===== src/hdl/sgid_pkg.sv =====
`default_nettype none

package sgid_pkg;

  // Fixed field widths
  localparam int POS_W    = 48;
  localparam int BYTE_W   = 8;
  localparam int HIST_W   = 16;
  localparam int DIM_W    = 16;
  localparam int CH_W     = 3;
  localparam int INFO_W   = 18;
  localparam int PROD_W   = INFO_W + DIM_W;
  localparam int STATUS_W = 2;

  // Header constants
  localparam logic [HIST_W-1:0] MAGIC_WORD = 16'h01DA;
  localparam int DATA_OFFSET     = 512;
  localparam int MIN_FIRST_BLOCK = 128;
  localparam logic [POS_W-1:0] POS_MAX = '1;

  // Header field offsets, counted from the second magic byte
  localparam int OFS_W = 4;
  localparam logic [OFS_W-1:0] OFS_STORAGE  = 4'd1;
  localparam logic [OFS_W-1:0] OFS_BPC      = 4'd2;
  localparam logic [OFS_W-1:0] OFS_DIM      = 4'd4;
  localparam logic [OFS_W-1:0] OFS_WIDTH    = 4'd6;
  localparam logic [OFS_W-1:0] OFS_HEIGHT   = 4'd8;
  localparam logic [OFS_W-1:0] OFS_CHANNELS = 4'd10;

  // Small queues between the stages
  localparam int QUEUE_DEPTH = 2;
  localparam int QPTR_W      = (QUEUE_DEPTH > 1) ? $clog2(QUEUE_DEPTH) : 1;
  localparam int QCNT_W      = $clog2(QUEUE_DEPTH + 1);

  typedef enum logic [STATUS_W-1:0] {
    STATUS_NONE     = 2'd0,
    STATUS_BUSY     = 2'd1,
    STATUS_FOUND    = 2'd2,
    STATUS_DISABLED = 2'd3
  } status_t;

  typedef enum logic [1:0] {
    SCAN_IDLE,
    SCAN_CAND,
    SCAN_FOUND
  } scan_t;

  typedef enum logic [1:0] {
    SEQ_RUN,
    SEQ_MUL,
    SEQ_END,
    SEQ_PUSH
  } seq_t;

  // Classified input beat
  typedef struct packed {
    logic [BYTE_W-1:0] data_byte;
    logic              new_block;
    logic [POS_W-1:0]  block_pos;
    logic              disabled;
  } item_t;

  typedef struct packed {
    logic  valid;
    item_t item;
  } fq_out_t;

  // Result beat
  typedef struct packed {
    status_t           status;
    logic [POS_W-1:0]  image_start;
    logic [POS_W-1:0]  image_end;
    logic [INFO_W-1:0] info;
  } res_t;

  typedef struct packed {
    logic valid;
    res_t res;
  } rq_t;

  // Add that sticks at the all-ones position
  function automatic logic [POS_W-1:0] sat_add(input logic [POS_W-1:0] a,
                                               input logic [POS_W-1:0] b);
    logic [POS_W:0] sum;
    sum = {1'b0, a} + {1'b0, b};
    return sum[POS_W] ? POS_MAX : sum[POS_W-1:0];
  endfunction

endpackage

`default_nettype wire


===== src/hdl/sgid_front.sv =====
`default_nettype none

// Input side: flags short first blocks, queues beats for the scanner.
module sgid_front (
  input  logic                             clk,
  input  logic                             rst_n,
  input  logic                             in_push,
  output logic                             in_full,
  input  logic [sgid_pkg::BYTE_W-1:0]      in_data_byte,
  input  logic                             in_new_block,
  input  logic [sgid_pkg::POS_W-1:0]       in_block_pos,
  input  logic [sgid_pkg::POS_W-1:0]       in_block_len,
  output sgid_pkg::fq_out_t                fq_o,
  input  logic                             fq_take
);

  sgid_pkg::item_t              q_r [sgid_pkg::QUEUE_DEPTH];
  logic [sgid_pkg::QPTR_W-1:0]  wr_ptr_r, wr_ptr_nxt;
  logic [sgid_pkg::QPTR_W-1:0]  rd_ptr_r, rd_ptr_nxt;
  logic [sgid_pkg::QCNT_W-1:0]  cnt_r, cnt_nxt;
  sgid_pkg::item_t              item;
  logic                         push_ok;
  logic                         pop_ok;

  always_comb begin
    item.data_byte = in_data_byte;
    item.new_block = in_new_block;
    item.block_pos = in_block_pos;
    item.disabled  = (in_block_pos == '0) &&
                     (in_block_len < sgid_pkg::POS_W'(sgid_pkg::MIN_FIRST_BLOCK));
  end

  assign in_full = (cnt_r == sgid_pkg::QCNT_W'(sgid_pkg::QUEUE_DEPTH));
  assign push_ok = in_push && !in_full;
  assign pop_ok  = fq_take && (cnt_r != '0);

  assign fq_o.valid = (cnt_r != '0);
  assign fq_o.item  = q_r[rd_ptr_r];

  always_comb begin
    wr_ptr_nxt = wr_ptr_r;
    rd_ptr_nxt = rd_ptr_r;
    cnt_nxt    = cnt_r;
    if (push_ok) begin
      wr_ptr_nxt = (wr_ptr_r == sgid_pkg::QPTR_W'(sgid_pkg::QUEUE_DEPTH - 1)) ?
                   '0 : wr_ptr_r + 1'b1;
    end
    if (pop_ok) begin
      rd_ptr_nxt = (rd_ptr_r == sgid_pkg::QPTR_W'(sgid_pkg::QUEUE_DEPTH - 1)) ?
                   '0 : rd_ptr_r + 1'b1;
    end
    if (push_ok && !pop_ok) begin
      cnt_nxt = cnt_r + 1'b1;
    end else if (pop_ok && !push_ok) begin
      cnt_nxt = cnt_r - 1'b1;
    end
  end

  always_ff @(posedge clk) begin
    if (!rst_n) begin
      wr_ptr_r <= '0;
      rd_ptr_r <= '0;
      cnt_r    <= '0;
    end else begin
      wr_ptr_r <= wr_ptr_nxt;
      rd_ptr_r <= rd_ptr_nxt;
      cnt_r    <= cnt_nxt;
    end
  end

  always_ff @(posedge clk) begin
    if (push_ok) begin
      q_r[wr_ptr_r] <= item;
    end
  end

endmodule

`default_nettype wire


===== src/hdl/sgid_back.sv =====
`default_nettype none

// Scanner: magic match, header field checks, then a short sequence that
// forms the image end from width, height and channels.
module sgid_back (
  input  logic               clk,
  input  logic               rst_n,
  input  sgid_pkg::fq_out_t  fq_i,
  output logic               fq_take,
  output sgid_pkg::rq_t      rq_o,
  input  logic               rq_room
);

  sgid_pkg::scan_t                scan_r, scan_nxt;
  sgid_pkg::seq_t                 seq_r, seq_nxt;
  logic [sgid_pkg::HIST_W-1:0]    hist_r, hist_nxt;
  logic [sgid_pkg::POS_W-1:0]     pos_r, pos_nxt;
  logic [sgid_pkg::POS_W-1:0]     magic_r, magic_nxt;
  logic [sgid_pkg::DIM_W-1:0]     width_r, width_nxt;
  logic [sgid_pkg::DIM_W-1:0]     height_r, height_nxt;
  logic [sgid_pkg::POS_W-1:0]     start_r, start_nxt;
  logic [sgid_pkg::POS_W-1:0]     end_r, end_nxt;
  logic [sgid_pkg::INFO_W-1:0]    info_r, info_nxt;
  logic [sgid_pkg::PROD_W-1:0]    prod_r, prod_nxt;

  sgid_pkg::item_t                it;
  logic [sgid_pkg::POS_W-1:0]     sp;
  logic [sgid_pkg::HIST_W-1:0]    hist_new;
  logic [sgid_pkg::POS_W-1:0]     hdr_ofs;
  logic                           chan_ok;
  logic                           dim_ok;
  logic                           hit;

  assign it       = fq_i.item;
  assign sp       = it.new_block ? it.block_pos : pos_r;
  assign hist_new = {hist_r[sgid_pkg::BYTE_W-1:0], it.data_byte};
  assign hdr_ofs  = sp - magic_r;
  assign chan_ok  = (hist_new == 16'd1) || (hist_new == 16'd3) || (hist_new == 16'd4);
  assign dim_ok   = (hist_new == 16'd1) || (hist_new == 16'd2) || (hist_new == 16'd3);
  assign fq_take  = fq_i.valid && (seq_r == sgid_pkg::SEQ_RUN) && rq_room;

  always_comb begin
    scan_nxt   = scan_r;
    seq_nxt    = seq_r;
    hist_nxt   = hist_r;
    pos_nxt    = pos_r;
    magic_nxt  = magic_r;
    width_nxt  = width_r;
    height_nxt = height_r;
    start_nxt  = start_r;
    end_nxt    = end_r;
    info_nxt   = info_r;
    prod_nxt   = prod_r;
    hit        = 1'b0;

    rq_o.valid           = 1'b0;
    rq_o.res.status      = sgid_pkg::STATUS_NONE;
    rq_o.res.image_start = start_r;
    rq_o.res.image_end   = end_r;
    rq_o.res.info        = info_r;

    unique case (seq_r)
      sgid_pkg::SEQ_RUN: begin
        if (fq_take) begin
          if (it.disabled) begin
            rq_o.valid      = 1'b1;
            rq_o.res.status = sgid_pkg::STATUS_DISABLED;
          end else begin
            hist_nxt = hist_new;
            unique case (scan_r)
              sgid_pkg::SCAN_IDLE: begin
                if (hist_new == sgid_pkg::MAGIC_WORD) begin
                  scan_nxt   = sgid_pkg::SCAN_CAND;
                  magic_nxt  = sp;
                  width_nxt  = '0;
                  height_nxt = '0;
                end
              end
              sgid_pkg::SCAN_CAND: begin
                if (hdr_ofs > sgid_pkg::POS_W'(sgid_pkg::OFS_CHANNELS)) begin
                  // position reload jumped past the header
                  scan_nxt = sgid_pkg::SCAN_IDLE;
                end else begin
                  unique case (hdr_ofs[sgid_pkg::OFS_W-1:0])
                    sgid_pkg::OFS_STORAGE: begin
                      if (it.data_byte != 8'd0) scan_nxt = sgid_pkg::SCAN_IDLE;
                    end
                    sgid_pkg::OFS_BPC: begin
                      if (it.data_byte != 8'd1) scan_nxt = sgid_pkg::SCAN_IDLE;
                    end
                    sgid_pkg::OFS_DIM: begin
                      if (!dim_ok) scan_nxt = sgid_pkg::SCAN_IDLE;
                    end
                    sgid_pkg::OFS_WIDTH: begin
                      width_nxt = hist_new;
                      if (hist_new == '0) scan_nxt = sgid_pkg::SCAN_IDLE;
                    end
                    sgid_pkg::OFS_HEIGHT: begin
                      height_nxt = hist_new;
                      if (hist_new == '0) scan_nxt = sgid_pkg::SCAN_IDLE;
                    end
                    sgid_pkg::OFS_CHANNELS: begin
                      if ((width_r != '0) && (height_r != '0) && chan_ok) begin
                        hit       = 1'b1;
                        scan_nxt  = sgid_pkg::SCAN_FOUND;
                        info_nxt  = sgid_pkg::INFO_W'(height_r) *
                                    sgid_pkg::INFO_W'(hist_new[sgid_pkg::CH_W-1:0]);
                        start_nxt = sgid_pkg::sat_add(magic_r,
                                      sgid_pkg::POS_W'(sgid_pkg::DATA_OFFSET - 1));
                        seq_nxt   = sgid_pkg::SEQ_MUL;
                      end else begin
                        scan_nxt = sgid_pkg::SCAN_IDLE;
                      end
                    end
                    default: ;
                  endcase
                end
              end
              sgid_pkg::SCAN_FOUND: ;
              default: ;
            endcase
            pos_nxt = sp + sgid_pkg::POS_W'(sp != sgid_pkg::POS_MAX);
            if (!hit) begin
              rq_o.valid      = 1'b1;
              rq_o.res.status = (scan_nxt != sgid_pkg::SCAN_IDLE) ?
                                sgid_pkg::STATUS_BUSY : sgid_pkg::STATUS_NONE;
            end
          end
        end
      end
      sgid_pkg::SEQ_MUL: begin
        prod_nxt = sgid_pkg::PROD_W'(info_r) * sgid_pkg::PROD_W'(width_r);
        seq_nxt  = sgid_pkg::SEQ_END;
      end
      sgid_pkg::SEQ_END: begin
        end_nxt = sgid_pkg::sat_add(start_r, sgid_pkg::POS_W'(prod_r));
        seq_nxt = sgid_pkg::SEQ_PUSH;
      end
      sgid_pkg::SEQ_PUSH: begin
        if (rq_room) begin
          rq_o.valid      = 1'b1;
          rq_o.res.status = sgid_pkg::STATUS_FOUND;
          seq_nxt         = sgid_pkg::SEQ_RUN;
        end
      end
      default: seq_nxt = sgid_pkg::SEQ_RUN;
    endcase
  end

  always_ff @(posedge clk) begin
    if (!rst_n) begin
      scan_r   <= sgid_pkg::SCAN_IDLE;
      seq_r    <= sgid_pkg::SEQ_RUN;
      hist_r   <= '0;
      pos_r    <= '0;
      magic_r  <= '0;
      width_r  <= '0;
      height_r <= '0;
      start_r  <= '0;
      end_r    <= '0;
      info_r   <= '0;
    end else begin
      scan_r   <= scan_nxt;
      seq_r    <= seq_nxt;
      hist_r   <= hist_nxt;
      pos_r    <= pos_nxt;
      magic_r  <= magic_nxt;
      width_r  <= width_nxt;
      height_r <= height_nxt;
      start_r  <= start_nxt;
      end_r    <= end_nxt;
      info_r   <= info_nxt;
    end
  end

  always_ff @(posedge clk) begin
    prod_r <= prod_nxt;
  end

endmodule

`default_nettype wire


===== src/hdl/sgid_outq.sv =====
`default_nettype none

// Result queue: holds finished beats until the consumer pops them.
module sgid_outq (
  input  logic                          clk,
  input  logic                          rst_n,
  input  sgid_pkg::rq_t                 rq_i,
  output logic                          rq_room,
  output logic                          out_empty,
  input  logic                          out_pop,
  output sgid_pkg::res_t                res_o
);

  sgid_pkg::res_t               q_r [sgid_pkg::QUEUE_DEPTH];
  logic [sgid_pkg::QPTR_W-1:0]  wr_ptr_r, wr_ptr_nxt;
  logic [sgid_pkg::QPTR_W-1:0]  rd_ptr_r, rd_ptr_nxt;
  logic [sgid_pkg::QCNT_W-1:0]  cnt_r, cnt_nxt;
  logic                         push_ok;
  logic                         pop_ok;

  assign rq_room   = (cnt_r != sgid_pkg::QCNT_W'(sgid_pkg::QUEUE_DEPTH));
  assign out_empty = (cnt_r == '0);
  assign push_ok   = rq_i.valid && rq_room;
  assign pop_ok    = out_pop && !out_empty;
  assign res_o     = q_r[rd_ptr_r];

  always_comb begin
    wr_ptr_nxt = wr_ptr_r;
    rd_ptr_nxt = rd_ptr_r;
    cnt_nxt    = cnt_r;
    if (push_ok) begin
      wr_ptr_nxt = (wr_ptr_r == sgid_pkg::QPTR_W'(sgid_pkg::QUEUE_DEPTH - 1)) ?
                   '0 : wr_ptr_r + 1'b1;
    end
    if (pop_ok) begin
      rd_ptr_nxt = (rd_ptr_r == sgid_pkg::QPTR_W'(sgid_pkg::QUEUE_DEPTH - 1)) ?
                   '0 : rd_ptr_r + 1'b1;
    end
    if (push_ok && !pop_ok) begin
      cnt_nxt = cnt_r + 1'b1;
    end else if (pop_ok && !push_ok) begin
      cnt_nxt = cnt_r - 1'b1;
    end
  end

  always_ff @(posedge clk) begin
    if (!rst_n) begin
      wr_ptr_r <= '0;
      rd_ptr_r <= '0;
      cnt_r    <= '0;
    end else begin
      wr_ptr_r <= wr_ptr_nxt;
      rd_ptr_r <= rd_ptr_nxt;
      cnt_r    <= cnt_nxt;
    end
  end

  always_ff @(posedge clk) begin
    if (push_ok) begin
      q_r[wr_ptr_r] <= rq_i.res;
    end
  end

endmodule

`default_nettype wire


===== src/hdl/sgi_image_header_detector_unit.sv =====
`default_nettype none

// Channel   Ports                                          Beat
// ------    ---------------------------------------------  -------------------------
// input     in_push/in_full, in_data_byte, in_new_block,   one stream byte with its
//           in_block_pos, in_block_len                     block position and length
// result    out_pop/out_empty, out_status, out_image_start, one status per input byte
//           out_image_end, out_rows_times_channels
//
// One result per byte, one byte per cycle through the scanner while it runs and the
// result queue has room. The byte that completes a valid header holds the scanner for
// the channels check, width multiply, saturating end add and push; the two-deep
// queues on each side soak that up. Reset is synchronous and clears both queues and
// all scan state. in_full rises only when the input queue holds two beats; out_empty
// drops as soon as a result sits in the output queue, whether or not it is popped.
module sgi_image_header_detector_unit (
  input  logic                             clk,
  input  logic                             rst_n,
  // input channel
  input  logic                             in_push,
  output logic                             in_full,
  input  logic [sgid_pkg::BYTE_W-1:0]      in_data_byte,
  input  logic                             in_new_block,
  input  logic [sgid_pkg::POS_W-1:0]       in_block_pos,
  input  logic [sgid_pkg::POS_W-1:0]       in_block_len,
  // result channel
  output logic                             out_empty,
  input  logic                             out_pop,
  output logic [sgid_pkg::STATUS_W-1:0]    out_status,
  output logic [sgid_pkg::POS_W-1:0]       out_image_start,
  output logic [sgid_pkg::POS_W-1:0]       out_image_end,
  output logic [sgid_pkg::INFO_W-1:0]      out_rows_times_channels
);

  sgid_pkg::fq_out_t  fq;
  logic               fq_take;
  sgid_pkg::rq_t      rq;
  logic               rq_room;
  sgid_pkg::res_t     res;

  // front: short-first-block check and input queue
  sgid_front u_front (
    .clk          (clk),
    .rst_n        (rst_n),
    .in_push      (in_push),
    .in_full      (in_full),
    .in_data_byte (in_data_byte),
    .in_new_block (in_new_block),
    .in_block_pos (in_block_pos),
    .in_block_len (in_block_len),
    .fq_o         (fq),
    .fq_take      (fq_take)
  );

  // back: magic match, header checks, image bounds
  sgid_back u_back (
    .clk     (clk),
    .rst_n   (rst_n),
    .fq_i    (fq),
    .fq_take (fq_take),
    .rq_o    (rq),
    .rq_room (rq_room)
  );

  // result queue toward the consumer
  sgid_outq u_outq (
    .clk       (clk),
    .rst_n     (rst_n),
    .rq_i      (rq),
    .rq_room   (rq_room),
    .out_empty (out_empty),
    .out_pop   (out_pop),
    .res_o     (res)
  );

  assign out_status              = res.status;
  assign out_image_start         = res.image_start;
  assign out_image_end           = res.image_end;
  assign out_rows_times_channels = res.info;

endmodule

`default_nettype wire


===== config.mk =====
export PLATFORM = sky130hd
export DESIGN_NAME = sgi_image_header_detector_unit
export DESIGN_NICKNAME = d
export VERILOG_FILES = /design/src/hdl/sgid_pkg.sv /design/src/hdl/sgid_front.sv /design/src/hdl/sgid_back.sv /design/src/hdl/sgid_outq.sv /design/src/hdl/sgi_image_header_detector_unit.sv
export SDC_FILE = /design/constraint.sdc
export NUM_CORES = 2
export LEC_CHECK = 0
export BUFFER_PORTS_ARGS = -buffer_cell sky130_fd_sc_hd__buf_2
export CAP_MARGIN = 5
export CORE_UTILIZATION = 65
export CTS_BUF_LIST = sky130_fd_sc_hd__clkbuf_8
export DETAILED_ROUTE_END_ITERATION = 8
export GPL_TIMING_DRIVEN = 0
export PLACE_DENSITY = 0.94
export SLEW_MARGIN = 5
export SYNTH_ARGS = -nofsm -noshare
export SYNTH_HDL_FRONTEND = slang
export SYNTH_SLANG_ARGS = --single-unit

===== constraint.sdc =====
create_clock -name clk -period 52.9 [get_ports clk]
set_input_delay 0 -clock clk [delete_from_list [all_inputs] [get_ports clk]]
set_output_delay 0 -clock clk [all_outputs]
set_load 0.005 [all_outputs]

==> results_dict.tcl <==
set metrics [dict create \
    status "complete, no violations" \
    critPathLaunchType "register" \
    yosysWarnings 0 \
    layout_common_cells "497 x nand2_1, 439 x inv_1, 382 x edfxtp_1" \
    holdPathEnd "u_front.q_r[0][43]" \
    place_area_um2 44300 \
    seq_power_share_pct 35.8 \
    synth_edf_count 382 \
    required_ps 53400 \
    drc 0 \
    dp_cells 5345 \
    cts-root-buf "clkbuf_8" \
    cts_buffers 100 \
    grt_pass1_vias 35900 \
    dieArea_um2 65400 \
    synth_fp_nets 4801 \
    setup_tns_ps 0 \
    h-tree-depth 3 \
    path_clk_slew_ps 70 \
    p_leak_nw 19.6 \
    ys_ff_latch 646 \
    cpPeakStageDelay_ps 600 \
    period_needed_ps 10090 \
    switching_share_pct 38.9 \
    drtIter0Drc 5062 \
    layout_commonest_cell "nand2_1" \
    pwr-share-comb_pct 41.6 \
    tightestPinTransition_ps 1330 \
    fin_area_um2 47100 \
    min_from "in_block_pos[42]" \
    holdBufCountCts 76 \
    cap_violations 0 \
    whs_path_depth 2 \
    fill_cells 3939 \
    cts_setup_buffers 0 \
    slew_violations 0 \
    antenna_found_initial 8 \
    postSynthAreaPerCell_um2 9.87 \
    tritoncts "built" \
    rsz0062_at_grt "false" \
    ys.flop_type "edfxtp_1" \
    synth.distinct_cells 79 \
    drive_gt1_share_pct 11.9 \
    hp-class "input pin to register" \
    dieWidth_um 256 \
    reg2reg_to "u_outq.q_r[1][19]" \
    clk_latency_ps 760 \
    drt_first_pass_iters 9 \
    timing.final.ws_setup_ps 42810 \
    grt_overflow 0 \
    area_growth_pct 12.6 \
    fmax_ghz 0.0991 \
    finalHoldViolCount 0 \
    vdd.ir_drop.worst_v 0.0000316 \
    clockBufferDepth 3 \
    regToRegSetupSlack_ps 42810 \
    grt_pass1_wl_mm 200 \
    critical_path_class "register to register" \
    num_rows 92 \
    grt_use_total_pct 39.3 \
    ctsResizeCount 0 \
    worstPathArrival_ps 10590 \
    io_pins 227 \
    die_y_um 256 \
    fin_nets 5238 \
    fin_cells 5608 \
    grt_max_degree 41 \
    dp_hpwl_mm 93.9 \
    cpMostUsedCell "buf_4" \
    finalClockSkew_ps 74.2 \
    syn_inst 4240 \
    io_buffers 219 \
    p_sw_mw 0.736 \
    slowest_stage "xnor2_1" \
    max-slew-margin-rel_pct 10.6 \
    seq_area_frac_synth_pct 40.1 \
    syn_area_um2 41800 \
    p_per_area_nw_per_um2 40.1 \
    wl_mm 130 \
    wl_per_cell_um 23.2 \
    clockPowerShare_pct 22.6 \
    cts.sinks 646 \
    start_util_pct 66.1 \
    vias_per_cell 6.43 \
    finalSetupViolations 0 \
    crit_fanout 10 \
    ant_nets 0 \
    fin_crit_sh_pct 19.1 \
    endpoint_kind "register" \
    vias 36100 \
    rr_worst_depth 30 \
    synthArstFlopShare_pct 0 \
    p_int_mw 1.16 \
    gp_congestion 1.01 \
    core_area_um2 63300 \
    place_ws_ps 43370 \
]
-- worst max path at each step --
stage,start,to,slack (ps),cells past startpoint
4_1_cts,register,u_outq.q_r[1][19],43310,30
5_1_grt,register,u_outq.q_r[1][19],42500,30
3_5_place_dp,register,u_outq.q_r[1][19],43370,30
3_3_place_gp,register,u_outq.q_r[1][18],27880,25
2_1_floorplan,register,u_outq.q_r[1][0],35780,25
6_report,register,u_outq.q_r[1][19],42810,30
-- layer usage --
| metal | global-route usage [%] | routed length [um] | share of wire [%] |
|---|---|---|---|
| met3 | 10.4 | 17100 | 13 |
| met5 | 0 | 101 | 0.078 |
| met2 | 62.6 | 59400 | 46 |
| met4 | 21.8 | 7810 | 6.0 |
| met1 | 48.8 | 45900 | 35 |
-- kinds of logic (layout without fill, tap and decap cells) --
kind of cell,count (synthesis),after routing,share of synthesized area (%)
flip-flops,646,646,40.1
XOR/XNOR,201,201,4.21
buffers and inverters,619,1140,5.62
AND/OR/NAND/NOR,1334,1334,15.1
multiplexers,228,228,5.82
adder cells (fa/ha/maj),452,452,17.8
other,0,1,0
AO/OA/AOI/OAI,760,760,11.4
-- per-stage QoR --
stage | hold slack, ps | total power, mW | util (%)
after global placement | 189 | 1.43 | 69.5
after global routing | 24.6 | 1.97 | 74.4
after detailed placement | 195 | 1.43 | 70.0
after CTS | 0.632 | 1.85 | 74.4
after floorplan | 98.9 | 1.19 | -
final | 3.98 | 1.89 | 74.4
-- worst max-delay path, delay by kind of cell (launching register included) --
kind,cells,cell delay (ps)
buffers and inverters,15,4040
AND/OR/NAND/NOR,7,2250
AO/OA/AOI/OAI,4,1360
XOR/XNOR,1,600
adder cells (fa/ha/maj),2,590
multiplexers,1,550
flip-flops,1,400
-- state kept, by name, indices dropped and copies added (netlist names), 8 cells and up, named ones only --
signal / flops
u_back.start_r: 48
u_back.info_r: 18
u_outq.q_r: 232
u_back.pos_r: 48
u_back.height_r: 16
u_back.hist_r: 8
u_back.magic_r: 48
u_front.q_r: 116
u_back.prod_r: 34
u_back.width_r: 16
u_back.end_r: 48
-- synth_stat cells (31+ instances only) --
library cell	n	area (um^2)
inv_1	397	1490
xor2_1	60	526
a31oi_1	31	194
mux2i_1	105	1050
o21ai_0	185	926
and3_1	55	344
nand2_1	497	1870
a21oi_1	230	1150
nor2b_1	40	250
and2_1	114	713
nor4_1	48	300
nand4_1	43	269
a211oi_1	67	503
a21o_1	56	420
nor3_1	58	290
mux2_2	123	1390
nor2_1	290	1090
fa_1	239	4780
edfxtp_1	382	11500
nand3_1	83	415
clkbuf_1	187	702
dfxtp_1	264	5290
xnor2_1	141	1230
ha_1	213	2670
-- power by group through the flow --
stage | registers, mW | clock network, mW | logic [mW]
6_report | 0.677 | 0.428 | 0.786
3_5_place_dp | 0.682 | 0 | 0.746
2_1_floorplan | 0.691 | 0 | 0.497
4_1_cts | 0.674 | 0.422 | 0.758
3_3_place_gp | 0.709 | 0 | 0.716
5_1_grt | 0.683 | 0.447 | 0.838
-- area by class of cell --
type | instances | area [um^2] | share of cell area [%]
inverter | 397 | 1490 | 3.16
sequential | 646 | 16800 | 35.6
timing repair buffer | 335 | 2180 | 4.63
multi-input combinational | 2975 | 22800 | 48.3
tap | 846 | 1060 | 2.25
clock buffer | 108 | 1490 | 3.15
clock inverter | 78 | 519 | 1.10
antenna | 1 | 2.50 | 0.00531
buffer | 222 | 861 | 1.83
(Power assumes the default switching activity.)
